==> config.mk <==
export PLATFORM = sky130hd
export DESIGN_NAME = sha1_byte_stream_hasher
export DESIGN_NICKNAME = d
export VERILOG_FILES = /design/src/rtl/sha1_pkg.sv /design/src/rtl/sha1_queue.sv /design/src/rtl/sha1_engine.sv /design/src/rtl/sha1_byte_stream_hasher.sv
export SDC_FILE = /design/constraint.sdc
export NUM_CORES = 2
export LEC_CHECK = 0
export BUFFER_PORTS_ARGS = -buffer_cell sky130_fd_sc_hd__buf_2
export CAP_MARGIN = 20
export CORE_MARGIN = 2
export CORE_UTILIZATION = 33
export CTS_CLUSTER_DIAMETER = 120
export DETAILED_ROUTE_END_ITERATION = 16
export PLACE_DENSITY_LB_ADDON = 0.12
export SLEW_MARGIN = 5
export SYNTH_ARGS = -nofsm -noshare
export SYNTH_HDL_FRONTEND = slang
export SYNTH_SLANG_ARGS = --single-unit
==> constraint.sdc <==
create_clock -name clk -period 13.59 [get_ports clk]
set_input_delay 0.6795 -clock clk [delete_from_list [all_inputs] [get_ports clk]]
set_output_delay 0.6795 -clock clk [all_outputs]
set_load 0.005 [all_outputs]
==> src/rtl/sha1_pkg.sv <==
// ----------------------------------------------------------------------------
// SHA-1 package
// Shared types and constants for the SHA-1 byte stream hasher.
// ----------------------------------------------------------------------------
package sha1_pkg;

  localparam int unsigned QueueDepth = 4;

  typedef enum logic {
    FUNC_ABSORB = 1'b0,
    FUNC_FINISH = 1'b1
  } func_t;

  typedef struct packed {
    logic       func;
    logic [7:0] byte_value;
  } in_item_t;

  typedef struct packed {
    logic [31:0] digest_word;
    logic [2:0]  word_index;
    logic        last_word;
  } out_item_t;

  localparam logic [31:0] H0_INIT = 32'h67452301;
  localparam logic [31:0] H1_INIT = 32'hEFCDAB89;
  localparam logic [31:0] H2_INIT = 32'h98BADCFE;
  localparam logic [31:0] H3_INIT = 32'h10325476;
  localparam logic [31:0] H4_INIT = 32'hC3D2E1F0;

  localparam logic [31:0] K0 = 32'h5A827999;
  localparam logic [31:0] K1 = 32'h6ED9EBA1;
  localparam logic [31:0] K2 = 32'h8F1BBCDC;
  localparam logic [31:0] K3 = 32'hCA62C1D6;

  localparam logic [7:0] PAD_BYTE = 8'h80;

  function automatic logic [31:0] round_k(input logic [6:0] r);
    logic [31:0] k;
    if (r < 7'd20) begin
      k = K0;
    end else if (r < 7'd40) begin
      k = K1;
    end else if (r < 7'd60) begin
      k = K2;
    end else begin
      k = K3;
    end
    return k;
  endfunction

  function automatic logic [31:0] round_f(input logic [6:0] r, input logic [31:0] b,
                                          input logic [31:0] c, input logic [31:0] d);
    logic [31:0] f;
    if (r < 7'd20) begin
      f = (b & c) | (~b & d);
    end else if (r < 7'd40) begin
      f = b ^ c ^ d;
    end else if (r < 7'd60) begin
      f = (b & c) | (b & d) | (c & d);
    end else begin
      f = b ^ c ^ d;
    end
    return f;
  endfunction

endpackage

==> src/rtl/sha1_queue.sv <==
// ----------------------------------------------------------------------------
// SHA-1 item queue
// Small register FIFO between the front end and the hashing engine.
// ----------------------------------------------------------------------------
module sha1_queue
  import sha1_pkg::*;
#(
  parameter int unsigned DEPTH = QueueDepth
) (
  input  logic     clk,
  input  logic     rst,
  input  logic     push,
  input  in_item_t push_data,
  output logic     full,
  input  logic     pop,
  output in_item_t pop_data,
  output logic     empty
);

  localparam int unsigned AW = (DEPTH > 1) ? $clog2(DEPTH) : 1;

  in_item_t       mem [DEPTH];
  logic [AW-1:0]  wr_ptr;
  logic [AW-1:0]  rd_ptr;
  logic [AW:0]    count;

  assign full     = (count == (AW+1)'(DEPTH));
  assign empty    = (count == '0);
  assign pop_data = mem[rd_ptr];

  always_ff @(posedge clk) begin
    if (push && !full) begin
      mem[wr_ptr] <= push_data;
    end
    if (rst) begin
      wr_ptr <= '0;
      rd_ptr <= '0;
      count  <= '0;
    end else begin
      if (push && !full) begin
        wr_ptr <= (wr_ptr == AW'(DEPTH - 1)) ? '0 : wr_ptr + 1'b1;
      end
      if (pop && !empty) begin
        rd_ptr <= (rd_ptr == AW'(DEPTH - 1)) ? '0 : rd_ptr + 1'b1;
      end
      count <= count + (AW+1)'(push && !full) - (AW+1)'(pop && !empty);
    end
  end

endmodule

==> src/rtl/sha1_engine.sv <==
// ----------------------------------------------------------------------------
// SHA-1 engine
// Packs bytes into a 16-word schedule window, runs one round per cycle,
// handles padding and streams the digest out through an output register.
// ----------------------------------------------------------------------------
module sha1_engine
  import sha1_pkg::*;
(
  input  logic      clk,
  input  logic      rst,
  input  logic      item_valid,
  input  in_item_t  item,
  output logic      item_pop,
  output logic      out_valid,
  output out_item_t out_item,
  input  logic      out_stall
);

  typedef enum logic [2:0] {
    S_IDLE,
    S_ROUND,
    S_PAD,
    S_EMIT
  } state_t;

  state_t      state;
  logic [31:0] w [16];
  logic [5:0]  pending;
  logic [63:0] msg_bits;
  logic [31:0] h [5];
  logic [31:0] a, b, c, d, e;
  logic [6:0]  round;
  logic        finishing;
  logic        second_pad;
  logic [63:0] total;
  logic [2:0]  emit_idx;

  logic [31:0] w_new;
  logic [31:0] w_cur;
  logic [31:0] t_val;
  logic [31:0] w_sched;

  assign w_cur   = w[0];
  assign w_sched = w[13] ^ w[8] ^ w[2] ^ w[0];
  assign w_new   = {w_sched[30:0], w_sched[31]};
  assign t_val   = {a[26:0], a[31:27]} + round_f(round, b, c, d) + e + round_k(round) + w_cur;

  assign item_pop = (state == S_IDLE) && item_valid;

  // Build a padded block in w from pending bytes (already placed in w).
  function automatic logic [31:0] pad_word(input logic [31:0] wv, input logic [3:0] wi,
                                           input logic [5:0] n, input logic [63:0] tot,
                                           input logic add_len, input logic keep);
    logic [31:0] r;
    logic [5:0]  base;
    r = wv;
    for (int j = 0; j < 4; j++) begin
      base = {wi, 2'(j)};
      if (!keep || base > n) begin
        r[31-8*j -: 8] = 8'h00;
      end else if (base == n) begin
        r[31-8*j -: 8] = PAD_BYTE;
      end
    end
    if (add_len && wi == 4'd14) begin
      r = tot[63:32];
    end
    if (add_len && wi == 4'd15) begin
      r = tot[31:0];
    end
    return r;
  endfunction

  always_ff @(posedge clk) begin
    if (rst) begin
      state     <= S_IDLE;
      pending   <= '0;
      msg_bits  <= '0;
      h[0] <= H0_INIT; h[1] <= H1_INIT; h[2] <= H2_INIT; h[3] <= H3_INIT; h[4] <= H4_INIT;
      round     <= '0;
      finishing <= 1'b0;
      second_pad <= 1'b0;
      emit_idx  <= '0;
      out_valid <= 1'b0;
    end else begin
      case (state)
        S_IDLE: begin
          if (item_valid) begin
            if (item.func == FUNC_ABSORB) begin
              w[pending[5:2]][31-8*pending[1:0] -: 8] <= item.byte_value;
              pending <= pending + 6'd1;
              if (pending == 6'd63) begin
                state <= S_ROUND;
                round <= '0;
                finishing <= 1'b0;
                a <= h[0]; b <= h[1]; c <= h[2]; d <= h[3]; e <= h[4];
              end
            end else begin
              total <= msg_bits + {55'd0, pending, 3'd0};
              finishing <= 1'b1;
              second_pad <= (pending >= 6'd56);
              state <= S_PAD;
            end
          end
        end
        S_PAD: begin
          for (int i = 0; i < 16; i++) begin
            w[i] <= pad_word(w[i], 4'(i), pending, total, !second_pad, 1'b1);
          end
          state <= S_ROUND;
          round <= '0;
          a <= h[0]; b <= h[1]; c <= h[2]; d <= h[3]; e <= h[4];
        end
        S_ROUND: begin
          for (int i = 0; i < 15; i++) begin
            w[i] <= w[i+1];
          end
          w[15] <= w_new;
          e <= d; d <= c; c <= {b[1:0], b[31:2]}; b <= a; a <= t_val;
          round <= round + 7'd1;
          if (round == 7'd79) begin
            h[0] <= h[0] + t_val;
            h[1] <= h[1] + a;
            h[2] <= h[2] + {b[1:0], b[31:2]};
            h[3] <= h[3] + c;
            h[4] <= h[4] + d;
            if (!finishing) begin
              msg_bits <= msg_bits + 64'd512;
              pending <= '0;
              state <= S_IDLE;
            end else if (second_pad) begin
              second_pad <= 1'b0;
              for (int i = 0; i < 16; i++) begin
                w[i] <= pad_word(32'd0, 4'(i), pending, total, 1'b1, 1'b0);
              end
              state <= S_PAD;
              pending <= 6'd63;
            end else begin
              state <= S_EMIT;
              emit_idx <= '0;
            end
          end
        end
        S_EMIT: begin
          if (!out_valid || !out_stall) begin
            if (emit_idx == 3'd5) begin
              out_valid <= 1'b0;
              state <= S_IDLE;
              pending <= '0;
              msg_bits <= '0;
              finishing <= 1'b0;
              h[0] <= H0_INIT; h[1] <= H1_INIT; h[2] <= H2_INIT;
              h[3] <= H3_INIT; h[4] <= H4_INIT;
            end else begin
              out_valid <= 1'b1;
              out_item.digest_word <= h[emit_idx];
              out_item.word_index <= emit_idx;
              out_item.last_word <= (emit_idx == 3'd4);
              emit_idx <= emit_idx + 3'd1;
            end
          end
        end
        default: state <= S_IDLE;
      endcase
    end
  end

endmodule

==> src/rtl/sha1_byte_stream_hasher.sv <==
// ----------------------------------------------------------------------------
// SHA-1 byte stream hasher
// Front queue takes byte and finish beats; the engine packs bytes, runs
// 80 rounds per block and emits five digest words per finish.
// ----------------------------------------------------------------------------
// channel  direction  payload      handshake
// in       input      in_item_t    in_valid / in_stall
// out      output     out_item_t   out_valid / out_stall
//
// An absorb beat is taken whenever the engine is idle; every 64th byte starts
// a block of rounds (one round per cycle on the single round unit).
// A finish runs padding and rounds for one or two blocks, then 5 output beats.
// The input queue keeps taking beats while the engine runs, until it fills.
// Reset is synchronous on rst and restores the initial chaining values.
module sha1_byte_stream_hasher
  import sha1_pkg::*;
#(
  parameter int unsigned QUEUE_DEPTH = QueueDepth
) (
  input  logic      clk,
  input  logic      rst,
  input  logic      in_valid,
  input  in_item_t  in_data,
  output logic      in_stall,
  output logic      out_valid,
  output out_item_t out_data,
  input  logic      out_stall
);

  logic     q_full;
  logic     q_empty;
  logic     q_pop;
  in_item_t q_item;

  assign in_stall = q_full;

  sha1_queue #(.DEPTH(QUEUE_DEPTH)) u_queue (
    .clk, .rst,
    .push(in_valid), .push_data(in_data), .full(q_full),
    .pop(q_pop), .pop_data(q_item), .empty(q_empty)
  );

  sha1_engine u_engine (
    .clk, .rst,
    .item_valid(!q_empty), .item(q_item), .item_pop(q_pop),
    .out_valid, .out_item(out_data), .out_stall
  );

  a_out_hold: assert property (@(posedge clk) disable iff (rst)
    out_valid && out_stall |=> out_valid && $stable(out_data))
    else $error("stalled output changed");

  a_index_range: assert property (@(posedge clk) disable iff (rst)
    out_valid |-> out_data.word_index <= 3'd4)
    else $error("word index out of range");

  a_last_word: assert property (@(posedge clk) disable iff (rst)
    out_valid |-> (out_data.last_word == (out_data.word_index == 3'd4)))
    else $error("last word flag mismatch");

endmodule
==> results.py <==
metrics = {
    "clock_network": {
        "cts.htree.levels": 3,
        "post_cts.resized_instances": 0,
        "insertion_delay_ps": 770,
        "cts-buffers-inserted": 121,
        "cts.sink_count": 1050,
        "tritoncts_clock_tree": "built",
        "post_cts_buffers": 0,
        "clock_pin_slew_of_the_registers_on_the_worst_case_setup_and_hold_paths_ps": 60,
        "cts_hold_buf": 0,
        "root_buffer": "sky130_fd_sc_hd__clkbuf_16",
        "cts-root-to-sink-buffers": 3,
    },
    "grt": {
        "grt_start_max_net_pins": 199,
        "grt.overflow.total": 0,
        "grt_pass1_vias": 40030,
        "grt_usage_pct": 20.11,
        "antenna_violations_before_repair": 3,
        "grt_pass1_wl_um": 272600,
    },
    "power": {
        "leakage_nw": 25.30,
        "clock_power_share_pct": 23.5,
        "internal-power_mw": 8.982,
        "total_power_mw": 14.79,
        "power.switching_mw": 5.812,
        "power_per_standard_cell_area_nw_per_um2": 225.9,
        "power.ir.vdd_worst_mv": 0.1259,
        "swShare_pct": 39.29,
        "seqPwrFrac_pct": 32.5,
        "combinationalPowerShare_pct": 44.0,
    },
    "sta": {
        "worst_pin_slew_ps": 1186,
        "finalWorstPathRequiredPeriod_ps": 9084,
        "max_freq_mhz": 110.1,
        "maxSlewHeadroom_pct": 20.90,
        "slew_violations": 0,
        "final-hold-violation-count": 0,
        "setup_repair_after_global_routing_missed_its_margin": "false",
        "worst_clock_skew_ps": 48.73,
        "finalSetupViolations": 0,
        "final.setup.tns_ps": 0,
        "hold_ws_ps": 128.9,
        "min_period_over_period_pct": 66.85,
    },
    "flow_run": {
        "max_cap_viol_count": 0,
    },
    "hold_path": {
        "timing.hold.worst.class": "primary input to flip-flop",
    },
    "routing": {
        "via_count": 40160,
        "route.detailed.wl_per_inst_um": 24.09,
        "via_per_inst": 5.299,
        "drtIter0Drc": 3351,
        "route.detailed.drc": 0,
        "detailedRoute.firstPassIterationCount": 5,
        "drt-total-wl_um": 182600,
        "drtAntennaViolNets": 0,
    },
    "setup_path": {
        "timing.critical_path.from_type": "flip-flop",
        "worst-endpoint-required_ps": 14060,
        "worst_setup_path_end_kind": "flip-flop",
        "worst_ep_arrival_time_ps": 9560,
        "worst_stage_delay_on_the_critical_path_ps": 530,
        "register_to_register_setup_slack_ps": 4510,
        "cpMaxStageDelayCell": "sky130_fd_sc_hd__fa_1",
        "critical_path_buf_inv_count": 6,
        "timing_worst_setup_path_type": "flip-flop to flip-flop",
        "cp_top_family": "compound AO/OA/AOI/OAI gates",
        "critPathMaxFanout": 35,
    },
    "placed_design": {
        "dpl_cell_area_um2": 61270,
        "place_hpwl_um": 129600,
        "io_buffer_count": 50,
        "finalWeightedCongestion": 0.8566,
    },
    "logic_synthesis": {
        "synth_fp_nets": 5551,
        "yosysSeqAreaShare_pct": 51.45,
        "synth_area_um2": 58390,
        "synth_largest_type_area_fraction_pct": 46.34,
        "netlist_top_cells_area": "sky130_fd_sc_hd__edfxtp_1 46%, sky130_fd_sc_hd__ha_1 5.2%, sky130_fd_sc_hd__dfxtp_1 5.1%",
        "postSynthCellCount": 5171,
        "synth-edff-count": 901,
        "ys_warn_count": 0,
        "synth.ff_latch_count": 1050,
        "yosysUniqueCellTypes": 101,
        "yosys.area.top_type": "sky130_fd_sc_hd__edfxtp_1",
        "postSynth.asyncResetShare_pct": 0,
        "ys.flop_type": "sky130_fd_sc_hd__edfxtp_1",
        "syn-mean-instance-area_um2": 11.29,
    },
    "die": {
        "fp.dieArea_um2": 180300,
        "io_pins": 51,
        "die_width_um": 424.6,
        "fp-row-count": 154,
        "initial_utilization_pct": 33.19,
        "dieHeight_um": 424.6,
        "core_region_area_um2": 175900,
    },
    "finish": {
        "fin_area_um2": 65510,
        "fraction_of_layout_cells_with_a_size_suffix_above_1_pct": 13.02,
        "syn2layout_area_growth_pct": 12.19,
        "n_antenna_cell": 0,
        "design.final.nets": 5512,
    },
    "outcome": {
        "outcome": "completed",
    },
}
-- metal layers --
metal | track usage [%] | part of all wire [%] | up-vias
met5 | 0 | 0 | -
met4 | 4.537 | 2.3 | 0
met3 | 2.428 | 4.3 | 240
met2 | 32.38 | 46 | 949
met1 | 28.85 | 47 | 20270
li1 | - | - | 18700
-- stage by stage --
stage                     util [%]  setup slack [ps]  std cells
after floorplan                  -             475.4       5171
after global placement       34.80              4672       7343
after detailed placement     34.83              4463       7348
after CTS                    37.23              4444       7577
after global routing         37.24              3811       7578
final                        37.24              4506       7578
-- cell type report --
class / instances / area, µm²
Fill cell: 17320 / 110400
Timing Repair Buffer: 165 / 1142
Clock buffer: 151 / 3282
Sequential cell: 1050 / 30040
Multi-Input combinational cell: 3557 / 26270
Clock inverter: 78 / 949.7
Tap cell: 2340 / 2928
Inverter: 237 / 889.6
-- flip-flops by register name, summed over array words and instances (netlist names), 32 cells and up, named ones only --
signal             cells
u_engine.a            32
u_engine.b            32
u_engine.c            32
u_engine.d            32
u_engine.e            32
u_engine.h           160
u_engine.msg_bits     55
u_engine.out_item     36
u_engine.total        61
u_engine.w           512
u_queue.mem           36
-- power by group through the flow --
| stage | registers, mW | clock network [mW] | logic (mW) |
|---|---|---|---|
| after detailed placement | 4.87 | 0 | 6.48 |
| after global placement | 4.86 | 0 | 6.48 |
| after CTS | 4.81 | 3.57 | 6.53 |
| after global routing | 4.85 | 3.70 | 7.21 |
| final | 4.80 | 3.48 | 6.51 |
| after floorplan | 4.72 | 0 | 4.68 |
-- cell usage in the layout (no fill, tap or decap), drive strengths merged, types with 66 or more instances in the layout --
master / netlist / final
nand3: 112 / 112
a21o: 382 / 382
buf: 59 / 165
nor2: 406 / 406
xnor2: 196 / 196
a21oi: 386 / 386
xor2: 91 / 91
fa: 125 / 125
nor2b: 66 / 66
inv: 236 / 238
dfxtp: 149 / 149
o21ai: 240 / 240
clkbuf: 268 / 151
mux2: 183 / 183
nand2: 434 / 434
ha: 242 / 242
edfxtp: 901 / 901
-- worst register-to-register path: cells and delay by family (launching register included) --
family,cells,cell delay (ps)
flops,1,510
xor+xnor,1,180
buf+inv,6,1400
mux,1,60
compound gates,13,3260
fa+ha+maj,6,2250
simple gates,10,1160
-- path summary, 6_finish.rpt --
kind	startpoint	to	depth (start not counted)
worst min register to register	u_engine.msg_bits[63]	u_engine.total[63]	0
worst max register to register	u_engine.round[4]	u_engine.h[0][31]	37
worst min-delay path	in_data[5]	u_queue.mem[1][5]	1
worst max-delay path	u_engine.round[4]	u_engine.h[0][31]	37
-- cell families (layout without fill, tap and decap cells) --
group | count (synthesis) | after routing | synth area share [%]
buffers and inverters | 564 | 631 | 3.808
muxes | 236 | 236 | 5.316
and+or+nand+nor | 1294 | 1294 | 10.08
AOI/OAI and AO/OA | 1373 | 1373 | 15.57
DFF | 1050 | 1050 | 51.45
xor gates and xnor gates | 287 | 287 | 4.305
adders and majority gates | 367 | 367 | 9.471
-- synthesized netlist by cell type (all sizes together), types with 15 or more instances --
| cell type | number |
|---|---|
| a21o | 382 |
| nand4 | 21 |
| clkbuf | 268 |
| a21oi | 386 |
| a211oi | 63 |
| o21a | 28 |
| edfxtp | 901 |
| ha | 242 |
| and2 | 34 |
| nor2b | 66 |
| fa | 125 |
| o22ai | 16 |
| dfxtp | 149 |
| and3 | 47 |
| a31oi | 30 |
| mux4 | 41 |
| a31o | 25 |
| nand2 | 434 |
| o21bai | 32 |
| xnor2 | 196 |
| nand3 | 112 |
| xor2 | 91 |
| nor3 | 49 |
| nor2 | 406 |
| buf | 59 |
| or3 | 31 |
| a22oi | 15 |
| nand2b | 45 |
| o21ai | 240 |
| mux2 | 183 |
| inv | 236 |
(Power assumes the default switching activity.)
